### config.mk
export PLATFORM = sky130hd
export DESIGN_NAME = mavg3_queue
export DESIGN_NICKNAME = d
export VERILOG_FILES = /design/src/rtl/mavg3_pkg.sv /design/src/rtl/mavg3_queue.sv
export SDC_FILE = /design/constraint.sdc
export NUM_CORES = 1
export LEC_CHECK = 0
export BUFFER_PORTS_ARGS = -buffer_cell sky130_fd_sc_hd__buf_4
export CORE_MARGIN = 1.5
export CORE_UTILIZATION = 48
export DETAILED_ROUTE_END_ITERATION = 8
export PLACE_DENSITY = 0.75
export SLEW_MARGIN = 20
export SYNTH_ARGS = -nofsm -noshare
export SYNTH_HDL_FRONTEND = slang
export SYNTH_SLANG_ARGS = --single-unit
export TNS_END_PERCENT = 1
### constraint.sdc
create_clock -name clk -period 1.4 [get_ports clk]
set_clock_uncertainty 0.05 [all_clocks]
set_input_delay 0.28 -clock clk [delete_from_list [all_inputs] [get_ports clk]]
set_output_delay 0.28 -clock clk [all_outputs]
set_load 0.01 [all_outputs]
### src/rtl/mavg3_pkg.sv
package mavg3_pkg;

	// Width of the window length register.
	localparam int WL_BITS = 9;

	// Entries in the queue between the front and the back.
	localparam int QUEUE_DEPTH = 2;

	// Kind of work an item needs once it reaches the back.
	typedef enum logic {
		OP_PRIME,   // fill a history slot, no result
		OP_STEADY   // replace the oldest sample, give the window means
	} mavg3_op_t;

	typedef enum logic [1:0] {
		BK_IDLE,
		BK_UPDATE,
		BK_DIV
	} mavg3_bk_state_t;

endpackage

### src/rtl/mavg3_queue.sv
module mavg3_queue #(
	parameter int WIDTH = 8
) (
	input  logic             clk,
	input  logic             arst_n,
	input  logic             push,
	input  logic [WIDTH-1:0] push_data,
	output logic             full,
	input  logic             pop,
	output logic [WIDTH-1:0] head_data,
	output logic             empty
);
	localparam int PTR_W = $clog2(mavg3_pkg::QUEUE_DEPTH);
	localparam int CNT_W = $clog2(mavg3_pkg::QUEUE_DEPTH + 1);

	logic [WIDTH-1:0] entry_q [mavg3_pkg::QUEUE_DEPTH];
	logic [PTR_W-1:0] wr_ptr_q;
	logic [PTR_W-1:0] rd_ptr_q;
	logic [CNT_W-1:0] count_q;

	assign full      = (count_q == CNT_W'(mavg3_pkg::QUEUE_DEPTH));
	assign empty     = (count_q == '0);
	assign head_data = entry_q[rd_ptr_q];

	always_ff @(posedge clk) begin
		if (push) begin
			entry_q[wr_ptr_q] <= push_data;
		end
	end

	always_ff @(posedge clk or negedge arst_n) begin
		if (!arst_n) begin
			wr_ptr_q <= '0;
			rd_ptr_q <= '0;
			count_q  <= '0;
		end else begin
			if (push) begin
				wr_ptr_q <= wr_ptr_q + PTR_W'(1);
			end
			if (pop) begin
				rd_ptr_q <= rd_ptr_q + PTR_W'(1);
			end
			unique case ({push, pop})
				2'b10:   count_q <= count_q + CNT_W'(1);
				2'b01:   count_q <= count_q - CNT_W'(1);
				default: count_q <= count_q;
			endcase
		end
	end
endmodule

==> results <==
- The total vias in the final route is between 400 and 500.
- The number of synthesized flops with an enable pin is 16.
- The run finished, with violations left.
- Traced cell by cell, the critical path runs through buf_6, mux2_4, buf_6.
- Ranked by instance count, the synthesized netlist is headed by 16 x edfxtp_1, 8 x mux2_2, 4 x dfrtp_1, 3 x nor2_1, 3 x xor2_1.
- After routing, the total negative slack on setup checks comes to -1.53 ns.
- Of the post-synthesis cell area, the dominant cell type holds about 63%.
- The number of distinct library cell variants in the gate-level netlist after synthesis is 11.
- The largest net degree at the start of global routing is 12.
- The Yosys step of the flow raised 0 warnings.
- The cell at the root of the clock tree is clkbuf_4.
- The y dimension of the die is ~43 microns.
- Dividing the final minimum period by the clock period gives 114%.
- For this run, the post-layout net count is 84.
- The number of iterations in the first detailed-routing pass is 2.
- The core region is roughly 1500 sq um.
- The die covers 1840 sq um.
- The core utilization of the finished layout is a little under three quarters.
- The required time at the worst-slack endpoint is 1.07 ns.
- The most frequent cell on the critical path is buf_6.
- In the final routed layout, each cell accounts on average for about 13 microns.
- The area of all placed cells without fillers is 1050 sq um.
- The count of final max-slew check failures is 0.
- The endpoint class of the critical path is a primary output.
- The achievable clock frequency is 625 MHz.
- The checks that failed: negative setup slack.
- The minimum period implied by the final worst setup slack is around 1.6 ns.
- The net count after synthesis is 54.
- The total clock sinks is 20.
- Global routing used 14.2% of the available tracks across all layers.
- The peak supply drop is around 1 mV.
- The number of routed nets with antenna violations is 0.
- The number of buffers created by CTS is 3.
- The cell area after synthesis is 762 sq um.
- The slew at the pin with the worst max-slew slack is between 0.3 and 0.4 ns.
- The number of setup violations in the final report is 8.
- The number of top-level design ports is 22.
- TritonCTS built the clock tree.
- In the synthesized netlist the async set-or-reset flop fraction comes to 20.0%.
- After synthesis the netlist holds a flip-flop and latch count of 20.
- Each instance of the synthesized netlist takes up on average approximately 19 sq um.
- The signal arrival time at the worst endpoint is 1.27 ns.
- Global routing finished with a remaining overflow of 0.
- Across the run, the number of max-cap violations was 0.
- In this run, the number of DRC markers left after iteration 0 of detailed routing was 5.
- The worst hold slack after final layout is between 0.1 and 0.15 ns.
- The slowest stage of the critical path belongs to the cell dfrtp_2.
- The routed via count divided by cell count is 4.94.
- Synthesis handed over a netlist of 41 instances.
- The headroom to the max-slew limit is 73.9%.
- After clock tree synthesis, the clock-pin slew on the worst setup and hold paths is 0.10 ns.
- The number of global-route vias before repair was 432.
- The buffering stage count on the worst path with inverters included is 2.
- Buffers placed on the I/O ports in this run total 21.
- The post-route netlist has 54.3% of its cells at a drive strength greater than 1.
- The slack of the critical path is -0.201 ns.
- Yosys instantiated no cell more often than edfxtp_1.
- The number of inserted diodes is 0.
- The final hold violation count is 0.
- The delay contributed by the slowest stage of the critical path is 0.42 ns.
- Routability-driven placement finished with a final weighted congestion of 0.641.
- In this run the worst path has a maximum fanout of 5.
- The CTS H-tree depth is 1.
- The flip-flop cell with the highest count after synthesis is edfxtp_1.
- The cell type contributing the most total cell area after synthesis is edfxtp_1.
- The critical path is of the flop to primary output type.
- The element type at the critical path start is a flop.
- Setup repair after global routing could not meet its margin everywhere.
- The starting density of the core is 51.2%.
- The number of antenna violations at the first check in global routing is 0.
- The register area share after synthesis is 76.2%.
- The cell area after placement is roughly 950 sq um.
- The clock passes through at most 2 buffers.
- Summed over all nets, the half-perimeter wirelength after detailed placement is 770 microns.
- The cell type group with the largest total delay on the critical path is flip-flops.
- The path class of the tightest hold or removal check is input pin to flop.
- The routed wire length is 1.09 mm.
- The clock insertion delay at the later pin of the skew report is 0.29 ns.
- The placement row count is 14.
- The leakage power is about 0.44 nW.
- The global-route wire length before repair is about 1.8 mm.
- The remaining design rule violation count is 0.
- The total power of the final layout is 1.97 mW.
- The horizontal die dimension is 42.8 microns.
- After synthesis, the cell types taking the most area are edfxtp_1 63%, dfrtp_1 13%, mux2_2 12%.
- The area growth from synthesis to layout is 38.4%.
- The power density normalized to cell area is 1870 nW/um^2.
[metrics by stage]
step	cells	setup WS (ns)
2_1_floorplan	41	0.212
3_3_place_gp	79	0.00784
3_5_place_dp	79	-0.0249
4_1_cts	86	-0.216
5_1_grt	86	-0.240
6_report	86	-0.201
[where the power goes]
part	internal, mW	total [mW]	switching, mW	leakage [nW]
Clock	0.104	0.264	0.160	0.0154
Combinational	0.505	0.821	0.316	0.230
Sequential	0.811	0.886	0.0752	0.196
Total	1.42	1.97	0.552	0.442
[layer usage]
layer / share of wire (%) / up-vias / global-route usage, %
met5: 0 / - / 0
met4: 2.1 / 0 / 9.38
met3: 4.3 / 5 / 3.83
met2: 51 / 14 / 23.0
met1: 42 / 198 / 16.3
li1: - / 208 / -
[cell families (layout without fill, tap and decap cells)]
group | count (synthesis) | in the layout | share of synthesized area (%)
flops | 20 | 20 | 76.2
mux | 8 | 8 | 11.8
xor+xnor | 5 | 5 | 5.75
simple gates | 5 | 5 | 3.45
buf+inv | 2 | 31 | 1.15
fa+ha+maj | 1 | 1 | 1.64
[path summary, 6_finish.rpt]
path | from | to | slack (ns) | depth (start not counted)
max in group asynchronous | arst_n | rd_ptr_q$_DFFE_PN0P_ | 0.93 | 2
setup reg to reg | wr_ptr_q$_DFFE_PN0P_ | entry_q[1][7]$_DFFE_PP_ | 0.25 | 1
setup / recovery | rd_ptr_q$_DFFE_PN0P_ | head_data[4] | -0.20 | 3
hold / removal | pop | rd_ptr_q$_DFFE_PN0P_ | 0.10 | 2
min in group asynchronous | arst_n | rd_ptr_q$_DFFE_PN0P_ | 0.26 | 2
hold reg to reg | wr_ptr_q$_DFFE_PN0P_ | wr_ptr_q$_DFFE_PN0P_ | 0.45 | 1
[flip-flops by register name (all words and copies together) (netlist names)]
name / cells
count_q: 2
entry_q: 16
rd_ptr_q: 1
wr_ptr_q: 1
[area by class of cell]
class / count / area [sq um]
timing repair buffer: 26 / 235
sequential: 20 / 582
inverter: 1 / 3.75
clock inverter: 1 / 3.75
fill: 97 / 434
tap: 16 / 20.0
clock buffer: 3 / 22.5
multi-input combinational: 19 / 188
[cells in the final DEF, fill, tap and decap left out]
| cell type | Yosys | routed |
|---|---|---|
| and2_1 | 1 | 1 |
| and2b_2 | 1 | 1 |
| dfrtp_1 | 4 | 3 |
| dlygate4sd3_1 | 0 | 1 |
| nor2_1 | 3 | 3 |
| xnor2_1 | 2 | 2 |
| mux2_2 | 8 | 4 |
| xor2_1 | 3 | 3 |
| inv_1 | 1 | 1 |
| clkinv_1 | 0 | 1 |
| dfrtp_2 | 0 | 1 |
| clkbuf_4 | 0 | 3 |
| edfxtp_1 | 16 | 16 |
| buf_6 | 0 | 10 |
| buf_4 | 0 | 15 |
| ha_1 | 1 | 1 |
| mux2_4 | 0 | 4 |
[timing repair]
item / CTS / global route
resized for setup: 9 / 8
hold buffers: 1 / 0
buffers inserted: 2 / 0
endpoints found under the hold margin: 4 / 0
setup endpoints to repair: 9 / 9
(Power assumes the default switching activity.)
