**src/rtl/mavg3_pkg.sv**
```systemverilog
package mavg3_pkg;

	// Width of the window length register.
	localparam int WL_BITS = 9;

	// Entries in the queue between the front and the back.
	localparam int QUEUE_DEPTH = 2;

	// Kind of work an item needs once it reaches the back.
	typedef enum logic {
		OP_PRIME,   // fill a history slot, no result
		OP_STEADY   // replace the oldest sample, give the window means
	} mavg3_op_t;

	typedef enum logic [1:0] {
		BK_IDLE,
		BK_UPDATE,
		BK_DIV
	} mavg3_bk_state_t;

endpackage

```
**src/rtl/mavg3_ifs.sv**
```systemverilog
interface mavg3_smp_if #(
	parameter int SAMPLE_BITS = 16
);
	logic                          valid;
	logic                          ready;
	logic signed [SAMPLE_BITS-1:0] sample_x;
	logic signed [SAMPLE_BITS-1:0] sample_y;
	logic signed [SAMPLE_BITS-1:0] sample_z;

	modport source (output valid, output sample_x, output sample_y, output sample_z,
		input ready);
	modport sink (input valid, input sample_x, input sample_y, input sample_z,
		output ready);
endinterface


```
**src/rtl/mavg3_front.sv**
```systemverilog
module mavg3_front #(
	parameter int HISTORY_DEPTH = 256,
	parameter int SAMPLE_BITS = 16,
	localparam int ADDR_W = $clog2(HISTORY_DEPTH),
	localparam int WIN_W = $clog2(HISTORY_DEPTH + 1),
	localparam int QW = 1 + ADDR_W + 3 * SAMPLE_BITS
) (
	input  logic              clk,
	input  logic              arst_n,
	input  logic              restart,
	input  logic [WIN_W-1:0]  win,
	mavg3_smp_if.sink         samples,
	input  logic              q_full,
	output logic              q_push,
	output logic [QW-1:0]     q_data
);
	logic [WIN_W-1:0]     fill_q;
	logic [ADDR_W-1:0]    oldest_q;
	logic                 is_prime;
	logic                 wrap;
	logic [ADDR_W-1:0]    slot;
	mavg3_pkg::mavg3_op_t op;

	// Priming until the window is full, then walk the oldest slot round the window.
	assign is_prime = (fill_q < win);
	assign wrap     = ((WIN_W'(oldest_q) + WIN_W'(1)) == win);
	assign slot     = is_prime ? fill_q[ADDR_W-1:0] : oldest_q;
	assign op       = is_prime ? mavg3_pkg::OP_PRIME : mavg3_pkg::OP_STEADY;

	assign samples.ready = !q_full;
	assign q_push        = samples.valid && !q_full;
	assign q_data        = {op, slot, samples.sample_x, samples.sample_y, samples.sample_z};

	always_ff @(posedge clk or negedge arst_n) begin
		if (!arst_n) begin
			fill_q   <= '0;
			oldest_q <= '0;
		end else if (restart) begin
			fill_q   <= '0;
			oldest_q <= '0;
		end else if (q_push) begin
			if (is_prime) begin
				fill_q <= fill_q + WIN_W'(1);
			end else if (wrap) begin
				oldest_q <= '0;
			end else begin
				oldest_q <= oldest_q + ADDR_W'(1);
			end
		end
	end
endmodule

```
**src/flat_wrapper.sv**
```systemverilog
// flat-port wrapper written by rule: the top's interface ports become plain ports
module mavg3_front_flat 
#(
	parameter int HISTORY_DEPTH = 256,
	parameter int SAMPLE_BITS = 16,
	localparam int ADDR_W = $clog2(HISTORY_DEPTH),
	localparam int WIN_W = $clog2(HISTORY_DEPTH + 1),
	localparam int QW = 1 + ADDR_W + 3 * SAMPLE_BITS
)
  (clk, arst_n, restart, win, q_full, q_push, q_data, samples_valid, samples_sample_x, samples_sample_y, samples_sample_z, samples_ready);
  mavg3_smp_if #(.SAMPLE_BITS(SAMPLE_BITS)) samples_i ();
  input  logic clk;
  input  logic arst_n;
  input  logic restart;
  input  logic [WIN_W-1:0] win;
  input  logic q_full;
  output logic q_push;
  output logic [QW-1:0] q_data;
  input wire logic [$bits(samples_i.valid)-1:0] samples_valid;
  input wire logic [$bits(samples_i.sample_x)-1:0] samples_sample_x;
  input wire logic [$bits(samples_i.sample_y)-1:0] samples_sample_y;
  input wire logic [$bits(samples_i.sample_z)-1:0] samples_sample_z;
  output wire logic [$bits(samples_i.ready)-1:0] samples_ready;
  assign samples_i.valid = samples_valid;
  assign samples_i.sample_x = samples_sample_x;
  assign samples_i.sample_y = samples_sample_y;
  assign samples_i.sample_z = samples_sample_z;
  assign samples_ready = samples_i.ready;
  mavg3_front #(.HISTORY_DEPTH(HISTORY_DEPTH), .SAMPLE_BITS(SAMPLE_BITS)) u_core (.clk(clk), .arst_n(arst_n), .restart(restart), .win(win), .samples(samples_i), .q_full(q_full), .q_push(q_push), .q_data(q_data));
endmodule
```
**config.mk**
```make
export PLATFORM = sky130hd
export DESIGN_NAME = mavg3_front_flat
export DESIGN_NICKNAME = d
export VERILOG_FILES = /design/src/rtl/mavg3_pkg.sv /design/src/rtl/mavg3_ifs.sv /design/src/rtl/mavg3_front.sv /design/src/flat_wrapper.sv
export SDC_FILE = /design/constraint.sdc
export NUM_CORES = 1
export LEC_CHECK = 0
export BUFFER_PORTS_ARGS = -buffer_cell sky130_fd_sc_hd__clkbuf_2
export CAP_MARGIN = 20
export CORE_ASPECT_RATIO = 1.4
export CORE_MARGIN = 2
export CORE_UTILIZATION = 47
export CTS_BUF_LIST = sky130_fd_sc_hd__clkbuf_16
export CTS_CLUSTER_DIAMETER = 40
export DETAILED_ROUTE_END_ITERATION = 7
export GPL_TIMING_DRIVEN = 0
export MAX_ROUTING_LAYER = met4
export PLACE_DENSITY = 0.87
export SKIP_LAST_GASP = 1
export SLEW_MARGIN = 20
export SYNTH_ARGS = -nofsm -noshare
export SYNTH_HDL_FRONTEND = slang
export SYNTH_SLANG_ARGS = --single-unit
```
**constraint.sdc**
```tcl
create_clock -name clk -period 3.7 [get_ports clk]
set_input_delay 0.185 -clock clk [delete_from_list [all_inputs] [get_ports clk]]
set_output_delay 0.185 -clock clk [all_outputs]
set_load 0.02 [all_outputs]
```
==> flow_summary.ini, run 1 <==
[clock_tree]
cts_num_sinks = 17
htree_levels = 1
cts_root_buffer = clkbuf_16
clkTransAtPathRegs_ns = 0.05
cts_made_buffers = 3
cts.repair.resized = 0
clk-insertion-delay-late_ns = 0.25
cts.path.max_buffers = 2
cts_tree = built

[timing]
fin_tns_setup_ns = 0
worst_slew_pin_slew_ns = 0.5827
maxSlewViolCount = 0
rsz0062_at_grt = false
slew_headroom_pct = 60.15
period_share_pct = 77.45
fin_skew_ns = 0.003483
fmax_mhz = 349.0
whs_ns = 0.4124
hold_viol_final = 0
min_period_ns = 2.866
finalSetupViolCount = 0

[layout]
fin_cells = 346
drive_gt1_share_pct = 51.16
fill_cells = 362
seq_area_um2 = 425.4
fin_nets = 376
antenna_cells = 0
multiInputGateArea_mm2 = 0.001085
fin_util_pct = 61.93
syn_to_final_growth_pct = 25.35

[floorplanning]
start_util_pct = 49.40
die_x_um = 58.71
rows = 27
fp.dieArea_mm2 = 0.004731
core_mm2 = 0.003986
die_y_um = 80.59
io-pin-count = 121

[outcome]
violations = design-rule violations
outcome = finished, violations left

[synth]
netlist_instances = 227
syn_nets = 299
synth-main-ff-cell = dfrtp_1
synth_top_cell_area_share_pct = 21.60
synth_top_area_cell = dfrtp_1
ys_seq_area_share_pct = 21.60
synth_edf_count = 0
synth_cell_type_count = 56
yosysWarningCount = 0
netlist_area_mm2 = 0.001969
ys_ff_latch = 17
synth-async-reset-ratio_pct = 100.0
syn_avg_cell_area_um2 = 8.676
synthTopCellsByArea = dfrtp_1 (22%), buf_4 (19%), ha_1 (6.4%)

[pwr]
pwr-share-comb_pct = 28.5
power_frac_seq_pct = 33.9
p_int_mw = 0.4095
leakage_nw = 1.321
power.share.switching_pct = 29.06
design_power_total_mw = 0.5773
p_switching_mw = 0.1677
power.share.clock_pct = 37.6
irDropWorstVdd_uv = 170.7
power-per-cell-area_mw_per_mm2 = 233.8

[job]
drv_cap = 0

[critical_path]
critPathBufInv = 1
worst-setup-path-type = reg -> out
cpPeakStageDelay_ns = 0.47
r2r_end = u_core.fill_q[7]
crit_slowest_cell = a21oi_2
ff2ff_setup_slack_ns = 1.13
worst_setup_path_start_kind = flip-flop
crit_family = compound AO/OA/AOI/OAI gates
critPathArrivalTime_ns = 2.68
timing.rr.start = u_core.fill_q[2]
end_kind = output pin
cp.required_ns = 3.51
crit_chain = ha_1 -> a21o_1 -> a31oi_4 -> o21ai_2 -> a21oi_2 -> mux2_2 -> clkbuf_2
critical_path.max_fanout = 9
reg2regPathDepth = 7

[global_route]
grt_pass1_vias = 1701
grtUsageMet3_pct = 3.060
antenna_found_initial = 0
busiest_layer = met2
grt_max_degree = 18
gr-total-overflow = 0
grt_pass1_wl_um = 7293
track_usage_pct = 20.32
grt_use_met1_pct = 20.57
met2_usage_pct = 37.30

[hold_path]
hold_class = in -> async

[drt]
detail_route.wirelength_um = 4712
viasPerCell = 5.405
wl_per_cell_um = 13.62
post-route-drc-count = 10
drt_pass1_iterations = 7
postRouteAntennaNets = 0
vias = 1870
drt_iter0_drc = 70

[placed_design]
finalWeightedCongestion = 0.9067
port_buffers = 71
dp_cells = 341
dp_hpwl_um = 3794
## power by group through the flow
stage	combinational [mW]	sequential, mW	clock (mW)
floorplan	0.118	0.197	0
global placement	0.161	0.199	0
detailed placement	0.164	0.199	0
CTS	0.165	0.195	0.222
global route	0.177	0.196	0.234
finish	0.164	0.196	0.217
## cell usage after synthesis, types with 3 or more instances
| library cell | instances |
|---|---|
| a2111oi_0 | 3 |
| a21oi_1 | 7 |
| and3_1 | 6 |
| buf_2 | 4 |
| buf_4 | 49 |
| dfrtp_1 | 17 |
| ha_1 | 10 |
| inv_1 | 13 |
| mux2_2 | 9 |
| nand2_1 | 13 |
| nand3_1 | 6 |
| nor2_1 | 12 |
| nor2b_1 | 3 |
| nor3_1 | 5 |
| o21ai_0 | 4 |
| or4_1 | 4 |
| xnor2_1 | 11 |
| xor2_1 | 5 |
## worst max-delay path by stage
stage                startpoint               end  slack (ns)  depth (start not counted)
2_1_floorplan  u_core.fill_q[2]  u_core.fill_q[7]        1.39                          7
3_3_place_gp   u_core.fill_q[2]        q_data[50]        1.17                          7
3_5_place_dp   u_core.fill_q[2]        q_data[54]        1.13                          7
4_1_cts        u_core.fill_q[2]        q_data[54]        0.84                          7
5_1_grt        u_core.fill_q[2]        q_data[54]        0.73                          7
6_report       u_core.fill_q[2]        q_data[50]        0.83                          7
## metal layers
layer | share of wire [%] | vias to the layer above | wire [µm]
met4 | 2.8 | 0 | 131
met5 | 0 | - | 0
met2 | 52 | 107 | 2457
met1 | 36 | 848 | 1700
li1 | - | 900 | -
met3 | 9.0 | 15 | 422
## placed cells by master, fill, tap and decap left out, types with 2 or more instances in the layout
master      n
mux2_2      9
o21ai_4     2
nor2_1     12
dfrtp_1    17
mux2i_1     2
inv_1      13
nor3_1      5
or4_1       4
nor3b_1     2
nand2_1    13
clkbuf_1    2
and2_1      2
clkbuf_16   3
buf_2       4
a21oi_1     7
nor2b_1     3
xor2_1      5
nand3_1     6
xnor2_1    11
a32o_1      2
a2111oi_0   3
clkbuf_2   71
a2111oi_2   2
buf_4      49
o211ai_1    2
and3_1      6
o21ai_0     4
ha_1       10
## registers in the layout (all words and copies together), names as in the netlist
register and count:
u_core.oldest_q 8, u_core.fill_q 9
## stage by stage
stage / area, µm² / setup WS [ns]
2_1_floorplan: 1969 / 1.390
3_3_place_gp: 2379 / 1.169
3_5_place_dp: 2379 / 1.131
4_1_cts: 2469 / 0.8388
5_1_grt: 2469 / 0.7278
6_report: 2469 / 0.8343
## repair_timing
action                                  CTS  global route
setup buffers                             0             0
hold endpoints to repair                 17             0
endpoints found under the setup margin    0             0
hold buffers                              1             0
## final cells by class
class                   count  area share [%]
flip-flops and latches     17           17.23
clock buffers               3           3.041
multi-input cells         140           43.94
plain buffers              56           16.47
clock inverters             1          0.2027
inverters                  14           2.129
well taps                  43           2.179
repair buffers             72           14.80
## kinds of logic (layout without fill, tap and decap cells)
logic type                 after synthesis  in the layout  synth area share (%)
AOI/OAI and AO/OA                       38             38                 16.77
xor gates and xnor gates                16             16                 7.115
adders and majority gates               10             10                 6.353
buffers and inverters                   70            146                 23.32
DFF                                     17             17                 21.60
muxes                                   11             11                 6.163
and+or+nand+nor                         65             65                 18.68
No activity file was read; power rests on OpenSTA's default activity.
==> run 2, diff against run 1 <==
--- a/config.mk
+++ b/config.mk
@@ -5,17 +5,18 @@
 export SDC_FILE = /design/constraint.sdc
 export NUM_CORES = 1
 export LEC_CHECK = 0
+export ABC_AREA = 1
 export BUFFER_PORTS_ARGS = -buffer_cell sky130_fd_sc_hd__clkbuf_2
 export CAP_MARGIN = 20
 export CORE_ASPECT_RATIO = 1.4
 export CORE_MARGIN = 2
-export CORE_UTILIZATION = 47
+export CORE_UTILIZATION = 38
 export CTS_BUF_LIST = sky130_fd_sc_hd__clkbuf_16
 export CTS_CLUSTER_DIAMETER = 40
 export DETAILED_ROUTE_END_ITERATION = 7
 export GPL_TIMING_DRIVEN = 0
 export MAX_ROUTING_LAYER = met4
-export PLACE_DENSITY = 0.87
+export PLACE_DENSITY = 0.77
 export SKIP_LAST_GASP = 1
 export SLEW_MARGIN = 20
 export SYNTH_ARGS = -nofsm -noshare
==> constraint.sdc (replaced) <==
create_clock -name clk -period 2.35 [get_ports clk]
set_input_delay 0.1175 -clock clk [delete_from_list [all_inputs] [get_ports clk]]
set_output_delay 0.1175 -clock clk [all_outputs]
set_load 0.02 [all_outputs]
==> flow_summary.ini, run 2 <==
[outcome]
outcome = complete, no violations

[synth]
synth_cell_type_count = 27
yosysMostFrequentCell = nand2_1
synth_edf_count = 0
synthTopCellsByArea = dfrtp_1 (23%), buf_4 (20%), nand2_1 (13%)
netlist_instances = 270
syn_avg_cell_area_um2 = 6.738
syn_nets = 342
synth-async-reset-ratio_pct = 100.0
synth_top_area_cell = dfrtp_1
netlist_area_mm2 = 0.001819
ys_top_cells_by_count = nand2_1 (65), buf_4 (49), inv_1 (35)
ys_seq_area_share_pct = 23.38
synth-main-ff-cell = dfrtp_1
yosysWarningCount = 0
synth_top_cell_area_share_pct = 23.38
ys_ff_latch = 17

[global_route]
gr-total-overflow = 0
grt_pass1_vias = 1690
busiest_layer = met2
grt_max_degree = 18
track_usage_pct = 16.75
antenna_found_initial = 0
grt_use_met1_pct = 16.26
grt_pass1_wl_um = 7107
grtUsageMet3_pct = 3.543
met2_usage_pct = 31.57

[timing]
period_share_pct = 94.72
fin_skew_ns = 0.003392
slew_headroom_pct = 62.59
maxSlewViolCount = 0
finalSetupViolCount = 0
rsz0062_at_grt = false
hold_viol_final = 0
worst_slew_pin_slew_ns = 0.5574
min_period_ns = 2.226
fmax_mhz = 449.3
fin_tns_setup_ns = 0

[placed_design]
port_buffers = 72
dp_hpwl_um = 3837
finalWeightedCongestion = 0.8772

[floorplanning]
start_util_pct = 39.79
core_mm2 = 0.004572
rows = 29
io-pin-count = 121
die_y_um = 85.87
die_x_um = 62.48
fp.dieArea_mm2 = 0.005365

[layout]
syn_to_final_growth_pct = 30.26
fin_util_pct = 51.83
drive_gt1_share_pct = 40.80
mostFrequentLayoutCells = clkbuf_2 (71), nand2_1 (65), buf_4 (51), inv_1 (36), nand3_1 (20)
fin_nets = 421
reg_top3 = u_core.fill_q x9, u_core.oldest_q x8
largest_reg_flops = 9
antenna_cells = 0
regMostFlops = u_core.fill_q
final_common_cell = clkbuf_2

[hold_path]
hold_class = in -> reg
min_from = restart
holdPathStages = 2
hold_path_end = u_core.fill_q[6]

[critical_path]
r2r_end = u_core.fill_q[4]
worst_setup_path_start_kind = flip-flop
cp.required_ns = 2.23
critPathArrivalTime_ns = 2.11
timing.rr.start = u_core.fill_q[2]
worst-setup-path-type = reg -> out
critical_path.max_fanout = 10
reg2regPathDepth = 8
end_kind = output pin
ff2ff_setup_slack_ns = 0.27

[pwr]
p_int_mw = 0.6238
leakage_nw = 1.299
power_frac_seq_pct = 34.3
power.share.clock_pct = 38.9
p_switching_mw = 0.2425
power.share.switching_pct = 27.99
power-per-cell-area_mw_per_mm2 = 365.6
irDropWorstVdd_uv = 294.4
design_power_total_mw = 0.8664
pwr-share-comb_pct = 26.9

[clock_tree]
clk-insertion-delay-late_ns = 0.25
cts.path.max_buffers = 2
cts_made_buffers = 3
cts_root_buffer = clkbuf_16
cts_tree = built
htree_levels = 1
cts_num_sinks = 17
clkTransAtPathRegs_ns = 0.05

[job]
drv_cap = 0

[drt]
drt_iter0_drc = 65
post-route-drc-count = 0
drt_pass1_iterations = 4
wl_per_cell_um = 11.16
viasPerCell = 4.680
detail_route.wirelength_um = 4575
postRouteAntennaNets = 0
vias = 1919
run 2: cell types whose count changed after synthesis, moves of 4 or more:
cell	before	now
nand3_1	6	20
or4_1	4	0
nand4_1	0	4
nand2_1	13	65
o21ai_0	4	16
and3_1	6	0
inv_1	13	35
xnor2_1	11	0
mux2_2	9	0
o21ai_1	0	8
run 2: logic make-up after synthesis:
logic type | Yosys count | synth area share (%)
simple gates | 117 | 28.95
buf+inv | 88 | 28.40
compound gates | 33 | 9.973
flops | 17 | 23.38
fa+ha+maj | 10 | 6.878
xor+xnor | 5 | 2.407
run 2: layout make-up:
cell class,instances,area [µm²]
inverters,36,135.1
clock buffers,3,75.07
fillers,488,2202
repair buffers,74,377.9
plain buffers,52,390.4
well taps,62,77.57
multi-input cells,165,884.6
flip-flops and latches,17,425.4
clock inverters,1,3.754
run 2: worst max-delay path by stage:
stage / startpoint / to / slack, ns
floorplan: u_core.fill_q[8] / q_data[48] / 0.42
global placement: u_core.fill_q[6] / q_data[54] / 0.24
detailed placement: u_core.fill_q[8] / q_data[54] / 0.24
CTS: u_core.fill_q[8] / q_data[54] / 0.01
global route: u_core.fill_q[6] / q_data[54] / 0.0003
finish: u_core.fill_q[2] / q_data[53] / 0.12
run 2: routing by layer:
metal | up-vias | wire length, µm
met5 | - | 0
met4 | 0 | 82
met3 | 8 | 465
met2 | 124 | 2379
met1 | 822 | 1647
li1 | 965 | -
run 2: repair_timing:
action | in CTS | in global routing
endpoints found under the setup margin | 1 | 9
hold buffers | 1 | 0
buffers inserted | 0 | 1
pin swaps | 0 | 1
hold endpoints to repair | 17 | 0
resized for setup | 1 | 7
run 2: power by group through the flow:
stage / clock (mW) / combinational (mW) / sequential, mW
floorplan: 0 / 0.160 / 0.302
global placement: 0 / 0.230 / 0.302
detailed placement: 0 / 0.233 / 0.302
CTS: 0.343 / 0.235 / 0.297
global route: 0.356 / 0.252 / 0.297
finish: 0.337 / 0.233 / 0.297
run 2: critical path, cell delays in order, from the launching register on:
cell	delay, ns
dfrtp_1	0.43
ha_1	0.32
a21oi_1	0.15
o21ai_0	0.09
nand2_1	0.06
nand3_1	0.08
buf_4	0.18
buf_6	0.14
o21ai_0	0.20
clkbuf_2	0.21
run 2: stage by stage:
| stage | setup WS, ns | cell area, µm² | hold slack [ns] | std cells |
|---|---|---|---|---|
| after floorplan | 0.4212 | 1819 | -0.1781 | 270 |
| after global placement | 0.2370 | 2257 | 0.07391 | 404 |
| after detailed placement | 0.2368 | 2257 | 0.07703 | 404 |
| after CTS | 0.01465 | 2349 | 0.1564 | 409 |
| after global routing | 0.0002887 | 2370 | 0.1607 | 410 |
| final | 0.1241 | 2370 | 0.1538 | 410 |
